File: src/data_stack_alu_macros.svh
// Assertion macros for the data stack ALU sources.
`ifndef DATA_STACK_ALU_MACROS_SVH
`define DATA_STACK_ALU_MACROS_SVH

// Property that must hold at every clock edge outside reset
`define DSA_ASSERT(lbl, cond, msg) \
  lbl: assert property (@(posedge clk) disable iff (!rst_n) (cond)) else $error(msg);

// Same-cycle implication outside reset
`define DSA_ASSERT_IMP(lbl, ante, cons, msg) \
  lbl: assert property (@(posedge clk) disable iff (!rst_n) (ante) |-> (cons)) else $error(msg);

`endif

File: src/dsa_pkg.sv
// Types and constants of the data stack ALU modules.
`default_nettype none

package dsa_pkg;

  // Fixed port widths of the item fields
  localparam int LIT_W = 32;
  localparam int TOP_W = 32;

  typedef enum logic [2:0] {
    OP_PUSH = 3'd0,
    OP_ADD  = 3'd1,
    OP_SUB  = 3'd2,
    OP_MUL  = 3'd3,
    OP_DIV  = 3'd4,
    OP_DUP  = 3'd5,
    OP_DROP = 3'd6,
    OP_OVER = 3'd7
  } op_t;

  typedef enum logic [1:0] {
    ERR_OK      = 2'd0,
    ERR_UNDER   = 2'd1,
    ERR_OVER    = 2'd2,
    ERR_DIVZERO = 2'd3
  } err_t;

  // Sequencer states
  typedef enum logic [2:0] {
    S_IDLE = 3'd0,
    S_OPND = 3'd1,
    S_MUL  = 3'd2,
    S_ABSN = 3'd3,
    S_ABST = 3'd4,
    S_DIV  = 3'd5,
    S_FIX  = 3'd6,
    S_RESP = 3'd7
  } state_t;

endpackage

`default_nettype wire

File: src/dsa_ram.sv
// Generic single-write, single-read RAM with registered read data.
`default_nettype none

module dsa_ram #(
  parameter int WIDTH = 32,
  parameter int DEPTH = 64
) (
  input  wire logic                     clk,
  input  wire logic                     we,
  input  wire logic [$clog2(DEPTH)-1:0] waddr,
  input  wire logic [WIDTH-1:0]         wdata,
  input  wire logic [$clog2(DEPTH)-1:0] raddr,
  output logic      [WIDTH-1:0]         rdata
);

  logic [WIDTH-1:0] mem [DEPTH];

  // Write port and registered read port
  always_ff @(posedge clk) begin
    if (we) begin
      mem[waddr] <= wdata;
    end
    rdata <= mem[raddr];
  end

endmodule

`default_nettype wire

File: src/dsa_alu.sv
// Shared adder/subtractor with carry out, used for every arithmetic step.
`default_nettype none

module dsa_alu #(
  parameter int WIDTH = 33
) (
  input  wire logic [WIDTH-1:0] a,
  input  wire logic [WIDTH-1:0] b,
  input  wire logic             sub,
  output logic      [WIDTH:0]   sum
);

  logic [WIDTH-1:0] b_sel;

  // a + b, or a - b as a + ~b + 1; top bit is the carry (a >= b when subtracting)
  always_comb begin
    b_sel = sub ? ~b : b;
    sum   = {1'b0, a} + {1'b0, b_sel} + (WIDTH+1)'(sub);
  end

endmodule

`default_nettype wire

File: src/data_stack_alu.sv
// Forth-style data stack with push, add, sub, mul, div, dup, drop and over.
//
// Usage: an item (in_operation, in_literal) is taken when in_valid is high and
// in_stall is low. Each item gives exactly one result (out_top_value,
// out_stack_depth, out_error_code), offered with out_valid and held while
// out_stall is high. The block takes one item at a time; in_stall stays high
// from acceptance until the result has been loaded into the output register.
// Sequencer states from acceptance to the result (and to in_stall falling):
//   push, dup, drop of the last element, any error : S_RESP
//   add, sub, drop, over : S_OPND (one RAM read of next), S_RESP
//   mul : S_OPND, S_MUL loop, S_FIX, S_RESP
//   div : S_OPND, S_ABSN, S_ABST, S_DIV loop, S_FIX, S_RESP
// mul and div run one bit a cycle through the single shared adder.
// The top element sits in a register; the elements below it live in a RAM
// with one write and one registered read port.
// Reset empties the stack (depth zero) and clears out_valid; the RAM needs
// no clearing pass. While out_stall holds a result, the next item's result
// waits in the sequencer's response state and no new item is taken.
`default_nettype none

module data_stack_alu #(
  parameter int STACK_DEPTH = 64,
  parameter int DATA_WIDTH  = 32
) (
  input  wire logic                                 clk,
  input  wire logic                                 rst_n,
  input  wire logic                                 in_valid,
  output logic                                      in_stall,
  input  wire logic [2:0]                           in_operation,
  input  wire logic signed [dsa_pkg::LIT_W-1:0]     in_literal,
  output logic                                      out_valid,
  input  wire logic                                 out_stall,
  output logic signed [dsa_pkg::TOP_W-1:0]          out_top_value,
  output logic [$clog2(STACK_DEPTH+1)-1:0]          out_stack_depth,
  output logic [1:0]                                out_error_code
);

  import dsa_pkg::*;

  `include "data_stack_alu_macros.svh"

  localparam int DEP_W  = $clog2(STACK_DEPTH + 1);
  localparam int ADDR_W = $clog2(STACK_DEPTH);
  localparam int CNT_W  = $clog2(DATA_WIDTH);
  localparam int UW     = DATA_WIDTH + 1;

  state_t                  state_r, state_nxt;
  op_t                     op_r, op_nxt, op_in;
  err_t                    err_r, err_nxt, err_in;
  logic [DEP_W-1:0]        depth_r, depth_nxt;
  logic [DATA_WIDTH-1:0]   top_r, top_nxt;
  logic [DATA_WIDTH-1:0]   x_r, x_nxt;
  logic [DATA_WIDTH-1:0]   y_r, y_nxt;
  logic [DATA_WIDTH-1:0]   acc_r, acc_nxt;
  logic                    neg_r, neg_nxt;
  logic [CNT_W-1:0]        cnt_r, cnt_nxt;
  logic                    out_valid_r, out_valid_nxt;
  logic [TOP_W-1:0]        out_top_r, out_top_nxt;
  logic [DEP_W-1:0]        out_depth_r, out_depth_nxt;
  err_t                    out_err_r, out_err_nxt;

  logic                    in_accept;
  logic                    out_free;
  logic                    stack_full;
  logic                    cnt_last;
  logic [DATA_WIDTH-1:0]   lit_w;
  logic [DATA_WIDTH:0]     remsh;
  logic                    div_ge;

  logic                    ram_we;
  logic [ADDR_W-1:0]       ram_waddr;
  logic [ADDR_W-1:0]       ram_raddr;
  logic [DATA_WIDTH-1:0]   ram_wdata;
  logic [DATA_WIDTH-1:0]   ram_rdata;

  logic [UW-1:0]           alu_a;
  logic [UW-1:0]           alu_b;
  logic                    alu_sub;
  logic [UW:0]             alu_sum;

  // Store for the elements below the top
  dsa_ram #(
    .WIDTH (DATA_WIDTH),
    .DEPTH (STACK_DEPTH)
  ) u_store (
    .clk   (clk),
    .we    (ram_we),
    .waddr (ram_waddr),
    .wdata (ram_wdata),
    .raddr (ram_raddr),
    .rdata (ram_rdata)
  );

  // Shared arithmetic unit
  dsa_alu #(
    .WIDTH (UW)
  ) u_alu (
    .a   (alu_a),
    .b   (alu_b),
    .sub (alu_sub),
    .sum (alu_sum)
  );

  // Handshake and decode of the incoming item
  assign in_stall   = (state_r != S_IDLE);
  assign in_accept  = in_valid && !in_stall;
  assign out_free   = !out_valid_r || !out_stall;
  assign op_in      = op_t'(in_operation);
  assign lit_w      = DATA_WIDTH'(in_literal);
  assign stack_full = (depth_r == DEP_W'(STACK_DEPTH));
  assign cnt_last   = (cnt_r == CNT_W'(DATA_WIDTH - 1));
  assign remsh      = {acc_r, x_r[DATA_WIDTH-1]};
  assign div_ge     = alu_sum[UW];
  assign ram_raddr  = ADDR_W'(depth_r - DEP_W'(2));

  // Error check: underflow before overflow, then divide by zero
  always_comb begin
    err_in = ERR_OK;
    unique case (op_in)
      OP_PUSH: begin
        if (stack_full) err_in = ERR_OVER;
      end
      OP_ADD, OP_SUB, OP_MUL: begin
        if (depth_r < DEP_W'(2)) err_in = ERR_UNDER;
      end
      OP_DIV: begin
        if (depth_r < DEP_W'(2)) err_in = ERR_UNDER;
        else if (top_r == '0)    err_in = ERR_DIVZERO;
      end
      OP_DUP: begin
        if (depth_r == '0)    err_in = ERR_UNDER;
        else if (stack_full)  err_in = ERR_OVER;
      end
      OP_DROP: begin
        if (depth_r == '0) err_in = ERR_UNDER;
      end
      OP_OVER: begin
        if (depth_r < DEP_W'(2)) err_in = ERR_UNDER;
        else if (stack_full)     err_in = ERR_OVER;
      end
    endcase
  end

  // Next state
  always_comb begin
    state_nxt = state_r;
    unique case (state_r)
      S_IDLE: begin
        if (in_accept) begin
          if (err_in != ERR_OK) begin
            state_nxt = S_RESP;
          end else begin
            unique case (op_in)
              OP_PUSH, OP_DUP: state_nxt = S_RESP;
              OP_DROP:         state_nxt = (depth_r == DEP_W'(1)) ? S_RESP : S_OPND;
              default:         state_nxt = S_OPND;
            endcase
          end
        end
      end
      S_OPND: begin
        unique case (op_r)
          OP_MUL:  state_nxt = S_MUL;
          OP_DIV:  state_nxt = S_ABSN;
          default: state_nxt = S_RESP;
        endcase
      end
      S_MUL:  state_nxt = cnt_last ? S_FIX : S_MUL;
      S_ABSN: state_nxt = S_ABST;
      S_ABST: state_nxt = S_DIV;
      S_DIV:  state_nxt = cnt_last ? S_FIX : S_DIV;
      S_FIX:  state_nxt = S_RESP;
      S_RESP: state_nxt = out_free ? S_IDLE : S_RESP;
    endcase
  end

  // Datapath control and register updates
  always_comb begin
    op_nxt        = op_r;
    err_nxt       = err_r;
    depth_nxt     = depth_r;
    top_nxt       = top_r;
    x_nxt         = x_r;
    y_nxt         = y_r;
    acc_nxt       = acc_r;
    neg_nxt       = neg_r;
    cnt_nxt       = cnt_r;
    out_top_nxt   = out_top_r;
    out_depth_nxt = out_depth_r;
    out_err_nxt   = out_err_r;
    out_valid_nxt = out_valid_r && out_stall;
    ram_we        = 1'b0;
    ram_waddr     = ADDR_W'(depth_r - DEP_W'(1));
    ram_wdata     = top_r;
    alu_a         = '0;
    alu_b         = '0;
    alu_sub       = 1'b0;

    unique case (state_r)
      S_IDLE: begin
        if (in_accept) begin
          op_nxt  = op_in;
          err_nxt = err_in;
          if (err_in == ERR_OK) begin
            unique case (op_in)
              OP_PUSH: begin
                // old top spills to the store
                ram_we    = (depth_r != '0);
                top_nxt   = lit_w;
                depth_nxt = depth_r + DEP_W'(1);
              end
              OP_DUP: begin
                ram_we    = 1'b1;
                depth_nxt = depth_r + DEP_W'(1);
              end
              OP_OVER: begin
                ram_we = 1'b1;
              end
              OP_DROP: begin
                if (depth_r == DEP_W'(1)) depth_nxt = '0;
              end
              default: begin
                ram_we = 1'b0;
              end
            endcase
          end
        end
      end
      S_OPND: begin
        // ram_rdata holds the element below the top
        alu_a = {1'b0, ram_rdata};
        alu_b = {1'b0, top_r};
        unique case (op_r)
          OP_ADD: begin
            top_nxt   = alu_sum[DATA_WIDTH-1:0];
            depth_nxt = depth_r - DEP_W'(1);
          end
          OP_SUB: begin
            alu_sub   = 1'b1;
            top_nxt   = alu_sum[DATA_WIDTH-1:0];
            depth_nxt = depth_r - DEP_W'(1);
          end
          OP_DROP: begin
            top_nxt   = ram_rdata;
            depth_nxt = depth_r - DEP_W'(1);
          end
          OP_OVER: begin
            top_nxt   = ram_rdata;
            depth_nxt = depth_r + DEP_W'(1);
          end
          OP_MUL: begin
            x_nxt   = ram_rdata;
            y_nxt   = top_r;
            acc_nxt = '0;
            cnt_nxt = '0;
          end
          OP_DIV: begin
            x_nxt   = ram_rdata;
            y_nxt   = top_r;
            neg_nxt = ram_rdata[DATA_WIDTH-1] ^ top_r[DATA_WIDTH-1];
          end
          default: begin
            top_nxt = top_r;
          end
        endcase
      end
      S_MUL: begin
        // shift-and-add, one multiplier bit a cycle
        alu_a   = {1'b0, acc_r};
        alu_b   = y_r[0] ? {1'b0, x_r} : '0;
        acc_nxt = alu_sum[DATA_WIDTH-1:0];
        x_nxt   = {x_r[DATA_WIDTH-2:0], 1'b0};
        y_nxt   = {1'b0, y_r[DATA_WIDTH-1:1]};
        cnt_nxt = cnt_r + CNT_W'(1);
      end
      S_ABSN: begin
        alu_b   = {1'b0, x_r};
        alu_sub = 1'b1;
        if (x_r[DATA_WIDTH-1]) x_nxt = alu_sum[DATA_WIDTH-1:0];
      end
      S_ABST: begin
        alu_b   = {1'b0, y_r};
        alu_sub = 1'b1;
        if (y_r[DATA_WIDTH-1]) y_nxt = alu_sum[DATA_WIDTH-1:0];
        acc_nxt = '0;
        cnt_nxt = '0;
      end
      S_DIV: begin
        // restoring division, one quotient bit a cycle
        alu_a   = remsh;
        alu_b   = {1'b0, y_r};
        alu_sub = 1'b1;
        acc_nxt = div_ge ? alu_sum[DATA_WIDTH-1:0] : remsh[DATA_WIDTH-1:0];
        x_nxt   = {x_r[DATA_WIDTH-2:0], div_ge};
        cnt_nxt = cnt_r + CNT_W'(1);
      end
      S_FIX: begin
        alu_b   = {1'b0, x_r};
        alu_sub = 1'b1;
        if (op_r == OP_MUL) top_nxt = acc_r;
        else                top_nxt = neg_r ? alu_sum[DATA_WIDTH-1:0] : x_r;
        depth_nxt = depth_r - DEP_W'(1);
      end
      S_RESP: begin
        if (out_free) begin
          out_valid_nxt = 1'b1;
          out_top_nxt   = (depth_r != '0) ? TOP_W'(top_r) : '0;
          out_depth_nxt = depth_r;
          out_err_nxt   = err_r;
        end
      end
    endcase
  end

  // Control registers
  always_ff @(posedge clk) begin
    if (!rst_n) begin
      state_r     <= S_IDLE;
      depth_r     <= '0;
      out_valid_r <= 1'b0;
    end else begin
      state_r     <= state_nxt;
      depth_r     <= depth_nxt;
      out_valid_r <= out_valid_nxt;
    end
  end

  // Payload registers
  always_ff @(posedge clk) begin
    op_r        <= op_nxt;
    err_r       <= err_nxt;
    top_r       <= top_nxt;
    x_r         <= x_nxt;
    y_r         <= y_nxt;
    acc_r       <= acc_nxt;
    neg_r       <= neg_nxt;
    cnt_r       <= cnt_nxt;
    out_top_r   <= out_top_nxt;
    out_depth_r <= out_depth_nxt;
    out_err_r   <= out_err_nxt;
  end

  assign out_valid       = out_valid_r;
  assign out_top_value   = out_top_r;
  assign out_stack_depth = out_depth_r;
  assign out_error_code  = out_err_r;

  // Checks
  `DSA_ASSERT(a_depth_bound, depth_r <= DEP_W'(STACK_DEPTH), "stack depth beyond capacity")
  `DSA_ASSERT_IMP(a_valid_from_resp, $rose(out_valid_r),
    $past(state_r) == S_RESP, "result without response state")
  `DSA_ASSERT_IMP(a_err_keeps_depth, (state_r == S_RESP) && (err_r != ERR_OK),
    depth_r == $past(depth_r), "failed item changed depth")
  `DSA_ASSERT_IMP(a_busy_no_result, (state_r != S_IDLE) && (state_r != S_RESP),
    out_valid_r == 1'b0 || $past(out_valid_r), "result appeared mid-item")

endmodule

`default_nettype wire
File: config.mk
export PLATFORM = sky130hd
export DESIGN_NAME = data_stack_alu
export DESIGN_NICKNAME = d
export VERILOG_FILES = /design/src/dsa_pkg.sv /design/src/dsa_ram.sv /design/src/dsa_alu.sv /design/src/data_stack_alu.sv
export VERILOG_INCLUDE_DIRS = /design/src /design/src/src
export SDC_FILE = /design/constraint.sdc
export NUM_CORES = 2
export LEC_CHECK = 0
export ABC_AREA = 1
export BUFFER_PORTS_ARGS = -buffer_cell sky130_fd_sc_hd__buf_2
export CORE_MARGIN = 2
export CORE_UTILIZATION = 65
export CTS_BUF_LIST = sky130_fd_sc_hd__clkbuf_2 sky130_fd_sc_hd__clkbuf_4 sky130_fd_sc_hd__clkbuf_8
export CTS_CLUSTER_DIAMETER = 50
export DETAILED_ROUTE_END_ITERATION = 10
export GPL_ROUTABILITY_DRIVEN = 0
export MAX_ROUTING_LAYER = met4
export PLACE_DENSITY_LB_ADDON = 0.12
export SLEW_MARGIN = 20
export SYNTH_ARGS = -nofsm -noshare
export SYNTH_HDL_FRONTEND = slang
export SYNTH_HIERARCHICAL = 1
export SYNTH_SLANG_ARGS = --single-unit
File: constraint.sdc
create_clock -name clk -period 17.2 [get_ports clk]
set_input_delay 1.72 -clock clk [delete_from_list [all_inputs] [get_ports clk]]
set_output_delay 1.72 -clock clk [all_outputs]
set_load 0.01 [all_outputs]
==> impl_results.md <==
* Post-DP Area at 98,400 um^2
* Final Skew at 0.0566 ns
* Overflow after GRT at 0
* Cts repair resizes at 0
* Core ar. at 148,000 um^2
* Postcts setup bufs at 0
* H-Tree Depth at 5
* WL/cell at 26.1 um
* DP Worst Slack at 11.96 ns
* CP Class: flip-flop to flip-flop
* Worst-Margin Slew at 1.21 ns
* Status: finished, final reports clean
* CP Launch Type: flip-flop
* Residual DRC count at 0
* Syn Nets at 8,690
* CTS Root Cell: clkbuf_8
* R2r worst-path depth at 24
* CP endpoint kind: flip-flop
* Clk slew on worst S/H paths at 0.07 ns
* Hold-fix buffers, CTS at 0
* Multi-input gate area at 25,500 um^2
* Clk sinks at 2,271
* Cell Rows at 141
* Unrepaired setup endpoints after global routing: false
* Vias/cell at 6.41
* Crit Path Max Fanout at 58
* Final setup violation count at 0
* Post-DRT Antenna Nets at 0
* Die height at 389 um
* First-pass GRT wire length at 411,000 um
* Slew Viols, Final at 0
* Starting Density at 65.4%
* Initial antenna violation count at 11
* CTS Buf Count at 367
* DR iter-0 viols at 11,800
* Minimum clock period at 5.55 ns
* Setup ws final at 11.65 ns
* All-Layer GR Usage at 38.1%
* Clk buf depth at 4
* Period Utilization, post-route at 32.3%
* Die Wd at 389 um
* Worst-Skew Late Latency at 1.02 ns
* DIE AREA at 152,000 um^2
* Critical Path RT at 18.03 ns
* Vias in the first global route at 64,000
* Post-route cell area at 106,000 um^2
* Dpl hpwl at 158,000 um
* Gate Count Post-Synth at 8,610
* Largest net degree at the start of global routing at 271
* WHS Path Cells at 0
* Sequential cell area at 67,800 um^2
* Layout cell share with drive strength beyond 1 at 9.87%
* Final hold vios at 0
* Crit path DAT at 6.38 ns
* Area Overhead vs Synth at 9.41%
* Vias post-DR at 69,600
* Worst slew margin at 19.4%
* Avg Cell Area, Syn at 11.2 um^2
* Fillers at 10,200
* Setup TNS at 0 ns
* Hold Slack at 0.423 ns
* Layout Nets at 8,747
* CTS tree: done
* Worst hold path type: flip-flop to flip-flop
* Pre-antenna DRT Iters at 9
* Ys Warns at 6
* IO buf count at 81
* Fmax at 180 MHz
* Mapped Area at 96,600 um^2
* Max Cap Viol at 0
* Final wirelength at 284,000 um
* IO Count at 82
flip-flops by register name (all words and copies together) (netlist names):
name and flops:
u_store/mem 2048, acc_r 32, out_top_value 32, ram_wdata 32
u_store/rdata 32, x_r 32, y_r 32, depth_r 7
out_stack_depth 7, cnt_r 5, op_r 3, state_r 3
err_r 2, out_error_code 2, neg_r 1, out_valid 1
critical path, cell delays in order, from the launching register on:
cell and delay (ns):
dfxtp_1 0.48, nor2_1 0.09, nand2_1 0.06, buf_4 0.54, inv_2 0.04, buf_4 0.32
a211oi_2 0.24, buf_4 0.39, o21ai_0 0.16, xor2_1 0.16, ha_1 0.38, nand2_1 0.10
inv_1 0.08, nand3_1 0.07, nand2_1 0.20, nand2_1 0.10, nand2_2 0.10, nand3_1 0.12
nand2_1 0.11, nand2_1 0.05, nand2_1 0.06, clkinv_1 0.11, nor2_4 0.94, o22ai_1 0.22
o21ai_0 0.18
layout make-up:
| type | instances | area share [%] |
|---|---|---|
| diodes | 8 | 0.0190 |
| well taps | 1930 | 2.29 |
| clock inverters | 131 | 0.635 |
| multi-input cells | 5476 | 24.2 |
| clock buffers | 491 | 5.76 |
| flip-flops and latches | 2271 | 64.2 |
| inverters | 330 | 1.23 |
| repair buffers | 221 | 1.75 |
path summary, 6_finish.rpt:
check | end | start | slack [ns]
worst min register to register | out_error_code[0] | err_r[0] | 0.42
worst min-delay path | out_error_code[0] | err_r[0] | 0.42
worst max register to register | acc_r[31] | state_r[0] | 11.65
worst max-delay path | acc_r[31] | state_r[0] | 11.65
metal layers:
layer	track usage (%)	part of all wire [%]
met1	52.4	37
met2	53.0	44
met3	9.99	14
met4	18.9	5.7
met5	-	0
stage by stage:
| stage | util [%] | instances |
|---|---|---|
| 2_1_floorplan | - | 8610 |
| 3_3_place_gp | 66.6 | 10200 |
| 3_5_place_dp | 66.7 | 10200 |
| 4_1_cts | 71.2 | 10800 |
| 5_1_grt | 71.5 | 10900 |
| 6_report | 71.5 | 10900 |
cells in the final DEF (no fill, tap or decap), types with 4 or more instances in the layout:
master,instances
nor2_4,62
nand3_2,5
o21ai_1,7
clkbuf_8,384
buf_12,8
nor4_2,8
clkbuf_4,107
inv_1,309
nand2_2,10
ha_1,40
o221ai_1,65
diode_2,8
nand2_1,2601
inv_2,9
nand3_1,1976
a21oi_1,90
inv_8,4
o22ai_1,58
nand4_1,18
buf_4,117
nor2_1,210
nor3_1,12
clkinv_2,35
bufinv_16,5
o21ai_0,186
buf_16,14
xor2_1,56
edfxtp_1,2228
dfxtp_1,42
o21bai_1,4
clkinv_1,95
a22oi_1,30
nor2_2,8
buf_2,81
Power is not shown: default switching activity piles up to over one toggle a cycle in this logic, so the estimate is an artifact.
